File: src/rtl/palette_expand_opaque_span_extract_top_defines.svh
// Assertion shorthands shared by the RTL.
`ifndef PALETTE_EXPAND_OPAQUE_SPAN_EXTRACT_TOP_DEFINES_SVH
`define PALETTE_EXPAND_OPAQUE_SPAN_EXTRACT_TOP_DEFINES_SVH

// Same-cycle implication, checked out of reset.
`define PESX_ASSERT_IMPL(label, ante, cons, msg) \
    label: assert property (@(posedge clk) disable iff (!rst_n) (ante) |-> (cons)) \
        else $error(msg);

// Next-cycle implication, checked out of reset.
`define PESX_ASSERT_NEXT(label, ante, cons, msg) \
    label: assert property (@(posedge clk) disable iff (!rst_n) (ante) |=> (cons)) \
        else $error(msg);

`endif

File: src/rtl/pesx_pkg.sv
package pesx_pkg;

    localparam int DEF_MAX_WIDTH     = 4096;
    localparam int DEF_MAX_HEIGHT    = 4096;
    localparam int DEF_PALETTE_DEPTH = 256;
    localparam int DEF_QUEUE_DEPTH   = 4;

    localparam logic CMD_PALETTE = 1'b0;
    localparam logic CMD_PIXEL   = 1'b1;

    localparam logic KIND_PIXEL = 1'b0;
    localparam logic KIND_SPAN  = 1'b1;

    localparam logic REG_WIDTH  = 1'b0;
    localparam logic REG_HEIGHT = 1'b1;

    typedef struct packed {
        logic        is_pixel;
        logic [7:0]  addr;
        logic [23:0] rgb;
        logic [23:0] pix_num;
        logic        has_span;
        logic [11:0] span_row;
        logic [11:0] span_start;
        logic [12:0] span_len;
        logic [10:0] zone;
    } pesx_item_t;

endpackage

File: src/rtl/pesx_queue.sv
module pesx_queue #(
    parameter int DEPTH = pesx_pkg::DEF_QUEUE_DEPTH
) (
    input  logic                  clk,
    input  logic                  rst_n,
    input  logic                  push,
    input  pesx_pkg::pesx_item_t  push_item,
    output logic                  full,
    input  logic                  pop,
    output logic                  nonempty,
    output pesx_pkg::pesx_item_t  head
);

    localparam int AW = (DEPTH > 1) ? $clog2(DEPTH) : 1;
    localparam int CW = $clog2(DEPTH + 1);

    pesx_pkg::pesx_item_t slot_reg [DEPTH];
    logic [AW-1:0] wr_ptr_reg, wr_ptr_next;
    logic [AW-1:0] rd_ptr_reg, rd_ptr_next;
    logic [CW-1:0] count_reg, count_next;

    assign full     = (count_reg == CW'(DEPTH));
    assign nonempty = (count_reg != '0);
    assign head     = slot_reg[rd_ptr_reg];

    always_comb
    begin
        wr_ptr_next = wr_ptr_reg;
        rd_ptr_next = rd_ptr_reg;
        count_next  = count_reg;
        if (push)
            wr_ptr_next = (wr_ptr_reg == AW'(DEPTH - 1)) ? '0 : wr_ptr_reg + AW'(1);
        if (pop)
            rd_ptr_next = (rd_ptr_reg == AW'(DEPTH - 1)) ? '0 : rd_ptr_reg + AW'(1);
        if (push && !pop)
            count_next = count_reg + CW'(1);
        else if (pop && !push)
            count_next = count_reg - CW'(1);
    end

    always_ff @(posedge clk or negedge rst_n)
    begin
        if (!rst_n)
        begin
            wr_ptr_reg <= '0;
            rd_ptr_reg <= '0;
            count_reg  <= '0;
        end
        else
        begin
            wr_ptr_reg <= wr_ptr_next;
            rd_ptr_reg <= rd_ptr_next;
            count_reg  <= count_next;
        end
    end

    always_ff @(posedge clk)
    begin
        if (push)
            slot_reg[wr_ptr_reg] <= push_item;
    end

endmodule

File: config.mk
export PLATFORM = sky130hd
export DESIGN_NAME = pesx_queue
export DESIGN_NICKNAME = d
export VERILOG_FILES = /design/src/rtl/palette_expand_opaque_span_extract_top_defines.svh /design/src/rtl/pesx_pkg.sv /design/src/rtl/pesx_queue.sv
export SDC_FILE = /design/constraint.sdc
export NUM_CORES = 1
export LEC_CHECK = 0
export BUFFER_PORTS_ARGS = -buffer_cell sky130_fd_sc_hd__buf_2
export CORE_MARGIN = 1.5
export CORE_UTILIZATION = 45
export DETAILED_ROUTE_END_ITERATION = 6
export PLACE_DENSITY = 0.77
export REMOVE_ABC_BUFFERS = 1
export SETUP_SLACK_MARGIN = 0.15
export SLEW_MARGIN = 0
export SYNTH_ARGS = -nofsm -noshare
export SYNTH_HDL_FRONTEND = slang
export SYNTH_SLANG_ARGS = --single-unit
File: constraint.sdc
create_clock -name clk -period 6.5 [get_ports clk]
set_clock_uncertainty 0.05 [all_clocks]
set_input_delay 0.325 -clock clk [delete_from_list [all_inputs] [get_ports clk]]
set_output_delay 0.325 -clock clk [all_outputs]
set_load 0.01 [all_outputs]
; ---- Word-level counts from Yosys, hierarchy flattened
; Memory sizes are Yosys's and may differ from the RTL's.
; Cells that the tools add are included.
; Widths: inputs -> output; s select.
[word_totals]
memories = 1
inputBits = 110
reg_bits = 7
ram_bits = 424
elab_cells = 23
[memory_table]
columns = name, depth, word_bits, read_ports, rd_ports_with_merged_regs, wr, line
row1 = slot_reg, 4, 106, 1, 0, 1, pesx_queue.sv:17  ; pesx_pkg::pesx_item_t slot_reg [DEPTH];
[classes]
mux = 6
eq_ne = 3
n_addsub = 4
reduce_logical = 6
[op_table]
columns = cell, count
row1 = $mux 3, 2
row2 = $add 2x1->2 const B, 2
row3 = $eq 2x2->1 const B, 2
row4 = $mux 2, 2
row5 = $add 3x1->3 const B, 1
row6 = $eq 3x3->1 const B, 1
row7 = $reduce_bool 3->1, 1
row8 = $sub 3x1->3 const B, 1
row9 = $logic_and 1x1->1, 2
row10 = $logic_not 1->1, 2
row11 = $mux 1, 2
row12 = $reduce_bool 2->1, 1

; ---- Depth between registers and ports, before layout
[depth]
word_depth = 4
ltp_mapped = 7

; ---- Least setup slack after synthesis
; Ideal clock, no wire load.
[synth_path]
path_type = reg2reg
start = reg wr_ptr_reg[0]
end = mem slot_reg[2][0] in the netlist's numbering, enable pin
period_less_slack_ps = 3595
n_path_buf = 0
stages_incl_launch_ff = 4
t_required_ps = 5973
setup_time_ps = 477
path_slack_ps = 2905
arrival_time_ps = 3069
path_cell_list = dfrtp_1 > inv_1 > ha_1 > and2_1
[synth_rtl]
columns = item, line
row1 = start: declaration, pesx_queue.sv:18  ; logic [AW-1:0] wr_ptr_reg, wr_ptr_next;
row2 = start signal: assignment, pesx_queue.sv:51  ; wr_ptr_reg <= wr_ptr_next;
row3 = end: declaration, pesx_queue.sv:17
; No word-level cell before the write port.

==> out/metrics.csv <==
stage,metric,value,unit
drt,viasPerCell,5.17,
clock_network,h-tree-depth,2,
final_layout,largest_reg_flops,424,
sta,rsz0062_at_grt,false,
critical_path,path_cells,buf_4 -> mux4_2 -> buf_2,
global_routing,grt_pass1_vias,8153,
floorplanning,io_pins,218,
critical_path,cp_top_family,flip-flops,
global_routing,grt_usage,0.172,
final_layout,areaGrowthSynthToFinish,25.9,%
final_layout,final_area,19700,sq um
drt,drc,0,
drt,met3_length,1750,microns
yosys,yosys.cell_types.count,20,
drt,wl_met1,12200,microns
sta,fin_crit,3.32,ns
critical_path,cp-start-kind,flop,
critical_path,cp.buffers_inverters,2,
floorplanning,core_area,34500,sq um
clock_network,cts_sinks,431,
critical_path,crit_fanout,58,
drt,wl_per_cell,21.0,microns
floorplanning,start_util,0.455,
drt,wl_met2,15400,microns
global_routing,grt_overflow,0,
critical_path,reg2reg_slack,3.81,ns
sta,worst_pin_slew,0.988,ns
final_layout,fin_cells,1435,
final_layout,layout.nets,1062,
yosys,synthCells,591,
floorplanning,rows,68,
job,maxCapViolCount,0,
sta,hold_viol_final,0,
clock_network,insertion_delay,0.56,ns
power,ir_drop,0.340,mV
floorplanning,die_w,190,microns
critical_path,worst-setup-path-type,flop to output port,
yosys,ys_seq_elements,431,
yosys,syn_area_per_cell,26.5,sq um
yosys,synth_warnings,0,
critical_path,cp.arrival,2.94,ns
yosys,yosysSeqAreaShare,0.823,
outcome,status,finished clean,
clock_network,clock_path_buffers,3,
drt,drtIter0Drc,471,
critical_path,r2r-start,wr_ptr_reg[0],
floorplanning,dieHeight,190,microns
final_layout,final_common_cell,edfxtp_1,
clock_network,cts_buffers,44,
final_layout,drive_gt1_frac,0.412,
critical_path,crit_cells,3,
drt,top_layer,met4,
critical_path,crit_slowest_cell,dfrtp_4,
clock_network,clkTransAtPathRegs,0.06,ns
floorplanning,die_area,36000,sq um
critical_path,cp.required,6.12,ns
global_routing,grt_pass1_wl,46000,microns
final_layout,fill_cells,2475,
power,leakage,0.00678,uW
clock_network,cts_tree,yes,
critical_path,cp_slowest_stage_delay,1.01,ns
drt,via_count,7425,
placement,portBuffers,217,
power,pwr_density_cell,425,nW/um^2
placement,gp_congestion,0.695,
critical_path,ff2ff_path_depth,4,
placement,dp_hpwl,16500,microns
drt,firstDrtPassIters,6,
global_routing,grt_max_degree,82,
sta,setup_tns,0,ns
drt,ant_nets,0,
sta,report.final.slew_viol_count,0,
clock_network,cts_root_buf,clkbuf_16,
placement,place_inst,1245,
final_layout,layout_common_cells,"edfxtp_1 (424), buf_2 (217), dlygate4sd3_1 (109)",
critical_path,timing.rr.end,slot_reg[2][92],
sta,slew_headroom,0.341,
yosys,netlist_area,15700,sq um
global_routing,antenna_found_initial,2,
sta,setup_viol,0,
placement,placed_cell_area,17300,sq um
worst_hold_path,min_path_type,primary input to asynchronous set/reset pin,
critical_path,worst_setup_path_end_kind,output port,
drt,wirelength,30100,microns
sta,fin_crit_sh,0.511,
sta,fmax,0.301,GHz
==> layer usage <==
| layer | global-route usage | up-vias |
|---|---|---|
| met3 | 0.0445 | 55 |
| met2 | 0.293 | 228 |
| met5 | 0 | - |
| met1 | 0.210 | 3867 |
| li1 | - | 3275 |
| met4 | 0.0678 | 0 |
==> per-stage QoR <==
step | setup slack [ns] | total power (uW) | hold slack, ns | utilization
global route | 3.05 | 8790 | 0.0697 | 0.573
finish | 3.18 | 8390 | 0.0902 | 0.573
global placement | 3.74 | 6000 | 0.115 | 0.501
CTS | 3.09 | 8520 | 0.0421 | 0.573
detailed placement | 3.71 | 6050 | 0.119 | 0.501
floorplan | 1.28 | 5320 | -0.0206 | -
==> report_power, final <==
group          internal (uW)  switching [uW]
Clock                   1380            1020
Combinational           1060            1130
Sequential              3570             236
==> timing repair <==
action / 4_1_cts / 5_1_grt
endpoints found under the hold margin: 435 / 0
gates resized for setup: 0 / 0
setup buffers: 0 / 0
hold buffers: 109 / 0
endpoints found under the setup margin: 0 / 0
==> cells in the mapped netlist <==
library cell / n / area share
edfxtp_1: 424 / 0.81
mux4_2: 106 / 0.15
buf_2: 13 / 0.0042
dfrtp_1: 7 / 0.011
clkbuf_1: 6 / 0.0014
ha_1: 6 / 0.0048
and2_1: 4 / 0.0016
inv_1: 4 / 0.00096
buf_6: 3 / 0.0022
mux2_2: 3 / 0.0022
nor2_1: 3 / 0.00072
nand2_1: 2 / 0.00048
o21ai_0: 2 / 0.00064
xor2_1: 2 / 0.0011
buf_4: 1 / 0.00048
buf_8: 1 / 0.00096
fa_1: 1 / 0.0013
nor3b_1: 1 / 0.00048
or3_1: 1 / 0.00040
xnor2_1: 1 / 0.00056
==> worst max path at each step <==
stage	start	to	slack (ns)
after floorplan	rd_ptr_reg[0]	head[0]	1.28
after global placement	rd_ptr_reg[1]	head[55]	3.74
after detailed placement	rd_ptr_reg[1]	head[55]	3.71
after CTS	rd_ptr_reg[1]	head[55]	3.09
after global routing	rd_ptr_reg[1]	head[55]	3.05
final	rd_ptr_reg[1]	head[98]	3.18
==> area by class of cell <==
type                    instances  area (sq um)  share of cell area
clock inverters                21           181             0.00919
flip-flops and latches        431         12900               0.654
multi-input cells             132          2620               0.133
diodes                          2          5.00            0.000254
clock buffers                  58          1190              0.0605
inverters                       4          15.0            0.000761
well taps                     455           569              0.0288
repair buffers                332          2230               0.113
==> cell families after synthesis <==
kind of cell,after synthesis,share of synthesized area
xor gates and xnor gates,3,0.00168
adders and majority gates,7,0.00607
AOI/OAI and AO/OA,2,0.000639
DFF,431,0.823
and+or+nand+nor,11,0.00367
buffers and inverters,28,0.0101
muxes,109,0.154
Power figures use the tool's default switching activity.
