[src/rtl/palette_expand_opaque_span_extract_top_defines.svh]
// Assertion shorthands shared by the RTL.
`ifndef PALETTE_EXPAND_OPAQUE_SPAN_EXTRACT_TOP_DEFINES_SVH
`define PALETTE_EXPAND_OPAQUE_SPAN_EXTRACT_TOP_DEFINES_SVH

// Same-cycle implication, checked out of reset.
`define PESX_ASSERT_IMPL(label, ante, cons, msg) \
    label: assert property (@(posedge clk) disable iff (!rst_n) (ante) |-> (cons)) \
        else $error(msg);

// Next-cycle implication, checked out of reset.
`define PESX_ASSERT_NEXT(label, ante, cons, msg) \
    label: assert property (@(posedge clk) disable iff (!rst_n) (ante) |=> (cons)) \
        else $error(msg);

`endif

[src/rtl/pesx_pkg.sv]
package pesx_pkg;

    localparam int DEF_MAX_WIDTH     = 4096;
    localparam int DEF_MAX_HEIGHT    = 4096;
    localparam int DEF_PALETTE_DEPTH = 256;
    localparam int DEF_QUEUE_DEPTH   = 4;

    localparam logic CMD_PALETTE = 1'b0;
    localparam logic CMD_PIXEL   = 1'b1;

    localparam logic KIND_PIXEL = 1'b0;
    localparam logic KIND_SPAN  = 1'b1;

    localparam logic REG_WIDTH  = 1'b0;
    localparam logic REG_HEIGHT = 1'b1;

    typedef struct packed {
        logic        is_pixel;
        logic [7:0]  addr;
        logic [23:0] rgb;
        logic [23:0] pix_num;
        logic        has_span;
        logic [11:0] span_row;
        logic [11:0] span_start;
        logic [12:0] span_len;
        logic [10:0] zone;
    } pesx_item_t;

endpackage

[src/rtl/pesx_front.sv]
`include "palette_expand_opaque_span_extract_top_defines.svh"

module pesx_front #(
    parameter int MAX_WIDTH  = pesx_pkg::DEF_MAX_WIDTH,
    parameter int MAX_HEIGHT = pesx_pkg::DEF_MAX_HEIGHT
) (
    input  logic                  clk,
    input  logic                  rst_n,
    input  logic                  cfg_we,
    input  logic                  cfg_index,
    input  logic [12:0]           cfg_data,
    input  logic                  in_fire,
    input  logic                  cmd,
    input  logic [7:0]            entry_index,
    input  logic [7:0]            entry_red,
    input  logic [7:0]            entry_green,
    input  logic [7:0]            entry_blue,
    input  logic [7:0]            data_byte,
    output logic                  push,
    output pesx_pkg::pesx_item_t  push_item
);

    logic [12:0] width_reg, width_next;
    logic [12:0] height_reg, height_next;
    logic [12:0] col_reg, col_next;
    logic [12:0] row_reg, row_next;
    logic [1:0]  pad_reg, pad_next;
    logic        in_span_reg, in_span_next;
    logic [12:0] span_begin_reg, span_begin_next;
    logic [10:0] zones_reg, zones_next;
    logic [23:0] lin_reg, lin_next;
    logic        done_reg, done_next;

    logic [12:0] w_eff, h_eff;
    logic        is_pix, pix_take, row_end, row_last, nz, has_span;
    logic [12:0] s_start, s_len;

    always_comb
    begin
        if (width_reg == '0)
            w_eff = 13'd1;
        else if (32'(width_reg) > MAX_WIDTH)
            w_eff = 13'(MAX_WIDTH);
        else
            w_eff = width_reg;
        if (height_reg == '0)
            h_eff = 13'd1;
        else if (32'(height_reg) > MAX_HEIGHT)
            h_eff = 13'(MAX_HEIGHT);
        else
            h_eff = height_reg;
    end

    assign is_pix   = (cmd == pesx_pkg::CMD_PIXEL);
    assign pix_take = in_fire && is_pix && !done_reg && (pad_reg == 2'd0);
    assign row_end  = ({1'b0, col_reg} + 14'd1) >= {1'b0, w_eff};
    assign row_last = ({1'b0, row_reg} + 14'd1) >= {1'b0, h_eff};
    assign nz       = (data_byte != 8'd0);

    always_comb
    begin
        has_span = 1'b0;
        s_start  = span_begin_reg;
        s_len    = col_reg - span_begin_reg;
        if (in_span_reg)
        begin
            if (!nz)
                has_span = 1'b1;
            else if (row_end)
            begin
                has_span = 1'b1;
                s_len    = col_reg - span_begin_reg + 13'd1;
            end
        end
        else if (nz && row_end)
        begin
            has_span = 1'b1;
            s_start  = col_reg;
            s_len    = 13'd1;
        end
    end

    always_comb
    begin
        width_next      = width_reg;
        height_next     = height_reg;
        col_next        = col_reg;
        row_next        = row_reg;
        pad_next        = pad_reg;
        in_span_next    = in_span_reg;
        span_begin_next = span_begin_reg;
        zones_next      = zones_reg;
        lin_next        = lin_reg;
        done_next       = done_reg;

        if (cfg_we)
        begin
            unique case (cfg_index)
                pesx_pkg::REG_WIDTH:  width_next  = cfg_data;
                pesx_pkg::REG_HEIGHT: height_next = cfg_data;
                default: ;
            endcase
        end

        if (in_fire && is_pix && !done_reg && (pad_reg != 2'd0))
            pad_next = pad_reg - 2'd1;

        if (pix_take)
        begin
            lin_next     = lin_reg + 24'd1;
            in_span_next = nz && !row_end;
            if (!in_span_reg && nz)
                span_begin_next = col_reg;
            if (has_span)
                zones_next = zones_reg + 11'd1;
            if (row_end)
            begin
                col_next   = '0;
                zones_next = '0;
                if (row_last)
                begin
                    done_next = 1'b1;
                    pad_next  = 2'd0;
                end
                else
                begin
                    row_next = row_reg + 13'd1;
                    pad_next = 2'd0 - w_eff[1:0];
                end
            end
            else
                col_next = col_reg + 13'd1;
        end
    end

    always_ff @(posedge clk or negedge rst_n)
    begin
        if (!rst_n)
        begin
            width_reg      <= 13'd1;
            height_reg     <= 13'd1;
            col_reg        <= '0;
            row_reg        <= '0;
            pad_reg        <= '0;
            in_span_reg    <= 1'b0;
            span_begin_reg <= '0;
            zones_reg      <= '0;
            lin_reg        <= '0;
            done_reg       <= 1'b0;
        end
        else
        begin
            width_reg      <= width_next;
            height_reg     <= height_next;
            col_reg        <= col_next;
            row_reg        <= row_next;
            pad_reg        <= pad_next;
            in_span_reg    <= in_span_next;
            span_begin_reg <= span_begin_next;
            zones_reg      <= zones_next;
            lin_reg        <= lin_next;
            done_reg       <= done_next;
        end
    end

    assign push = in_fire && (!is_pix || pix_take);

    always_comb
    begin
        push_item.is_pixel   = is_pix;
        push_item.addr       = is_pix ? data_byte : entry_index;
        push_item.rgb        = {entry_red, entry_green, entry_blue};
        push_item.pix_num    = lin_reg;
        push_item.has_span   = has_span;
        push_item.span_row   = row_reg[11:0];
        push_item.span_start = s_start[11:0];
        push_item.span_len   = s_len;
        push_item.zone       = zones_reg;
    end

    `PESX_ASSERT_IMPL(a_span_not_after_done, in_span_reg, !done_reg, "open span after image end")
    `PESX_ASSERT_IMPL(a_span_begin_le_col, in_span_reg, span_begin_reg <= col_reg, "bad span start")

endmodule

[config.mk]
export PLATFORM = sky130hd
export DESIGN_NAME = pesx_front
export DESIGN_NICKNAME = d
export VERILOG_FILES = /design/src/rtl/pesx_pkg.sv /design/src/rtl/pesx_front.sv
export VERILOG_INCLUDE_DIRS = /design/src /design/src/rtl
export SDC_FILE = /design/constraint.sdc
export NUM_CORES = 1
export LEC_CHECK = 0
export BUFFER_PORTS_ARGS = -buffer_cell sky130_fd_sc_hd__buf_4
export CORE_MARGIN = 2
export CORE_UTILIZATION = 59
export CTS_CLUSTER_DIAMETER = 80
export DETAILED_ROUTE_END_ITERATION = 10
export GPL_ROUTABILITY_DRIVEN = 0
export PLACE_DENSITY = 0.86
export SLEW_MARGIN = 20
export SYNTH_ARGS = -nofsm -noshare
export SYNTH_HDL_FRONTEND = slang
export SYNTH_SLANG_ARGS = --single-unit
[constraint.sdc]
create_clock -name clk -period 5.85 [get_ports clk]
set_clock_uncertainty 0.1 [all_clocks]
set_input_delay 0.2925 -clock clk [delete_from_list [all_inputs] [get_ports clk]]
set_output_delay 0.2925 -clock clk [all_outputs]
set_load 0.05 [all_outputs]
* After elaboration in Yosys (flattened, before gate mapping)
Index checks and enable logic that the tools add are counted.
** Storage, ports and cells
- Register bits :: 104
- Input port bits :: 59
- Word-level logic and storage cells :: 73
** Operators by class
- $add $sub $neg :: 10
- $lt $le $gt $ge :: 4
- Multiplexer cells :: 22
- Bitwise operators :: 2
- Reductions and logical operators :: 25
** Operators with widths (number)
- two-way mux 13 bit :: 9
- adder 13 x 1 -> 13 bit, second input constant :: 3
- adder 13 x 1 -> 14 bit, second input constant :: 2
- greater-or-equal comparator 14 x 13 -> 1 bit :: 2
- greater-than comparator 13 bit, second input constant :: 2
- zero test 13 bit :: 2
- adder 24 x 1 -> 24 bit, second input constant :: 1
- two-way mux 12 bit :: 2
- two-way mux 11 bit :: 2
- subtractor 13 bit :: 1
- adder 11 x 1 -> 11 bit, second input constant :: 1
- logical AND 1 bit :: 8
- two-way mux 2 bit :: 4
- two-way mux 8 bit :: 1
- AND reduction 2 bit :: 4
- nonzero test 8 bit :: 1
- AND reduction 3 bit :: 2
- zero test 1 bit :: 4
- two-way mux 1 bit :: 4
- nonzero test 2 bit :: 2
- zero test 2 bit :: 1
- NOT 1 bit :: 2
- subtractor 1 x 2 -> 2 bit, first input constant :: 1
- subtractor 2 x 1 -> 2 bit, second input constant :: 1
- logical OR 1 bit :: 1

* Depth between registers and ports, before layout
- Word-level depth :: 9
- Gate-level depth with buffers :: 16
- Gate-level depth less buffers :: 14

* Worst setup path after synthesis
OpenSTA, ideal clock, no wires.
- Path type :: register -> output
- Start point :: register col_reg[1]
- End point :: output push_item[25] (netlist bit)
- Arrival time :: 4.228 ns
- Path slack :: 1.229 ns
- Stages on the path, launching flop included :: 16
- Path buffers :: 2
- Path through :: dfrtp_1 > ha_1 > nand2_1 > nor2_1 > and3_1 > and3_1 > and3_1 > xor2_1 > ha_1 > a21oi_1 > o21a_4 > o311ai_4 > and3_1 > clkbuf_1 > clkbuf_1 > o21ai_0
** RTL lines
- start, declared :: line pesx_front.sv:25 : logic [12:0] col_reg, col_next;
- start signal, assigned :: line pesx_front.sv:155 : col_reg <= col_next;
- end, declared :: line pesx_front.sv:20 : output pesx_pkg::pesx_item_t push_item

==> impl_results.md <==
* Setup violation total in the final timing report at 0
* Post-CTS Setup Inserts at 0
* Clock slew at reported path FFs at 70 ps
* GR peak layer: met2
* WL per Instance at ~17 um
* Synth top area share at 35.4%
* # nets final at between 900 and 1000
* #FFs+latches synth at roughly 100
* EDFF count, synth at 0
* Sw Pwr at ~2.0 mW
* H-tree depth at 3
* Area Growth Syn to Fin at 13.6%
* I/O Pins at about 170
* Fill cells at just over 900
* CTS sink count at roughly 100
* PwrDens at ~480 nW/um2
* Core Region at ~12000 um2
* Largest net degree at the start of global routing at 63
* Post-Synth Adder-Cell Area at 7.92%
* CTS tree: done
* Met2 Use GR at 44.0%
* Slew Viols, Final at 0
* Slew @ Worst Pin at between 800 and 900 ps
* HPWL after DPL at approximately 13000 um
* Total Wirelength at ~17000 um
* Share of layout cells above drive strength 1 at approximately 22%
* PnR Total Power at 3.91 mW
* Sequential area share after synthesis at between 30% and 40%
* Violation count after the first detailed-routing iteration at a little under 400
* CP Class: register to output port
* Met3 Use GR at ~4.7%
* Die Width at ~110 um
* Ant diodes at 0
* Clock power frac at between 10% and 20%
* Buf/Inv on CP at 1
* Hold Vio Cnt, Final at 0
* Max incr delay on CP at ~540 ps
* HP Class: primary input to register
* Worst VDD drop at 0.242 mV
* Syn_nets at 898
* Mean Syn Cell Area at approximately 9 um2
* Sw frac at between 50% and 60%
* Sequential Power Share at around a quarter
* Max frequency at just under 0.2 GHz
* DP Worst Slack at around 1300 ps
* Fin crit share at roughly 86%
* Cells after Synth at 794
* Leak pwr at a little under 4 nW
* Vias in the first global route at 5713
* Grt ovf at 0
* Comb power frac at approximately 60%
* Gr usage total at between 20% and 30%
* Die area at 13100 um2
* Max_cap viols at 0
* Ranking of synthesized cells by area: dfrtp_1 (35%), ha_1 (7.6%), mux2_2 (5.8%), nand2_1 (5.7%), o21ai_0 (4.4%)
* Hold-fix buffers, CTS at 1
* Yosys warns at 0
* Synth area leader: dfrtp_1
* Relative slew slack at between 40 and 50%
* Post-DRT Antenna Nets at 0
* Most common cell in the synthesized netlist: nand2_1
* Synth Flop Type: dfrtp_1
* Vias per inst at 5.93
* Final worst slack at around 800 ps
* CTS root buffer: clkbuf_16
* Die height at around 110 um
* Worst Setup End Kind: output port
* Synth Area in XOR/XNOR at 8.15%
* Skew-Pair Late Insertion Delay at 360 ps
* Multiplexer area fraction after synthesis at under 10%
* Vias at 5987
* Async SR Flop Fraction at 100%
* Startpoint Class: register
* Top delay family on crit path: simple AND/OR/NAND/NOR gates
* Critical Path AT at 4650 ps
* Internal power at about 2 mW
* DRT Pass-1 Iters at 5
* Top post-synthesis cells by count: nand2_1 (109), dfrtp_1 (102), o21ai_0 (63)
* DRC viols at 0
* Synth Area in Compound Gates at ~14%
* Synth unique cells at 71
* Largest family of logic cells by synthesized area: simple AND/OR/NAND/NOR gates
* Unrepaired setup endpoints after global routing: false
* CTS Buffer Depth at 2
* Initial antenna violation count at 0
* Largest register FFs at 24
* Crit path max fanout at 24
* Worst path most repeated cell: and3_1
* Simple-gate share of the synthesized area at 19.3%
* IO buf count at 117
* First-pass GRT wire length at 27800 um
* Final TNS setup at 0 ps
* Worst path cell trace: ha_1, nand2_1, nor2_1, and3_1, and3_1, and3_1, xor2_1, ha_1, a21oi_1, o21a_4, o311ai_4, and3_1, a21o_2, mux2i_1, buf_4
* CP required at 5460 ps
* Status: completed
* Initial Utilization at 60.2%
* GR Util met1 at between 30% and 40%
* Core Rows at 40
* Crit-path slowest cell: dfrtp_1
* CTS resizes at 0
* CTS Buf Count at 9
* Mapped Area at 7200 um2
* Final Critical Period at 5050 ps
==> worst paths after layout <==
kind	startpoint	to	slack, ps	cells past startpoint
worst max-delay path	col_reg[1]$_DFFE_PN0P_	push_item[21]	800	15
worst min-delay path	cfg_data[4]	height_reg[4]$_DFFE_PN0P_	70	2
worst max register to register	col_reg[1]$_DFFE_PN0P_	zones_reg[7]$_DFFE_PN0P_	1440	14
worst min register to register	lin_reg[15]$_DFFE_PN0P_	lin_reg[15]$_DFFE_PN0P_	380	1
max in group asynchronous	rst_n	height_reg[4]$_DFFE_PN0P_	4110	3
min in group asynchronous	rst_n	lin_reg[22]$_DFFE_PN0P_	380	2
==> layout by cell type, fill, tap and decap left out, types with 4 or more instances in the layout <==
master / Yosys / final
o21ai_0: 63 / 63
nand4_1: 13 / 13
buf_4: 42 / 120
inv_1: 29 / 29
nor3_1: 23 / 22
mux2_2: 37 / 37
ha_1: 44 / 44
and2_1: 8 / 8
nand3_1: 27 / 27
xnor2_1: 31 / 31
nand2b_1: 4 / 4
and3_1: 16 / 16
nor2b_1: 8 / 7
a21oi_1: 20 / 20
a22o_1: 6 / 6
xor2_1: 36 / 36
nor2_1: 42 / 42
mux2i_1: 5 / 5
nand2_1: 109 / 109
o31ai_1: 7 / 7
dfrtp_1: 102 / 102
o21a_1: 4 / 4
a211oi_1: 7 / 7
or3_1: 5 / 5
clkbuf_16: 0 / 9
nor4_1: 11 / 11
a21o_1: 8 / 8
==> kinds of logic after synthesis <==
logic type | count (synthesis)
compound gates | 154
xor+xnor | 67
buf+inv | 98
fa+ha+maj | 45
mux | 43
simple gates | 283
flops | 104
==> final cells by class <==
type	count	area [um2]	area share, %
clock buffers	11	243	2.97
clock inverters	5	63.8	0.780
inverters	29	109	1.33
multi-input cells	592	4070	49.7
flip-flops and latches	104	2610	31.8
well taps	147	184	2.25
repair buffers	121	911	11.1
==> power by group through the flow <==
| stage | clock, mW | sequential [mW] | combinational, mW |
|---|---|---|---|
| final | 0.621 | 0.926 | 2.36 |
| after global routing | 0.659 | 0.940 | 2.53 |
| after CTS | 0.630 | 0.925 | 2.34 |
| after detailed placement | 0 | 0.937 | 2.32 |
| after global placement | 0 | 0.932 | 2.29 |
| after floorplan | 0 | 0.952 | 1.75 |
==> stage by stage <==
| stage | util [%] | cell area [um2] | cells | hold slack [ps] |
|---|---|---|---|---|
| final | 68.4 | 8180 | 1009 | 73.7 |
| after CTS | 68.3 | 8170 | 1009 | 69.5 |
| after global placement | 65.7 | 7860 | 992 | 221 |
| after detailed placement | 65.7 | 7860 | 992 | 218 |
| after global routing | 68.4 | 8180 | 1009 | 71.1 |
| after floorplan | - | 7200 | 794 | -103 |
==> metal layers <==
layer	part of all wire, %	up-vias
li1	-	2902
met1	43	2886
met2	50	167
met3	5.0	32
met4	2.3	0
met5	0	-
Note: power is estimated with default switching activity, not from simulation.
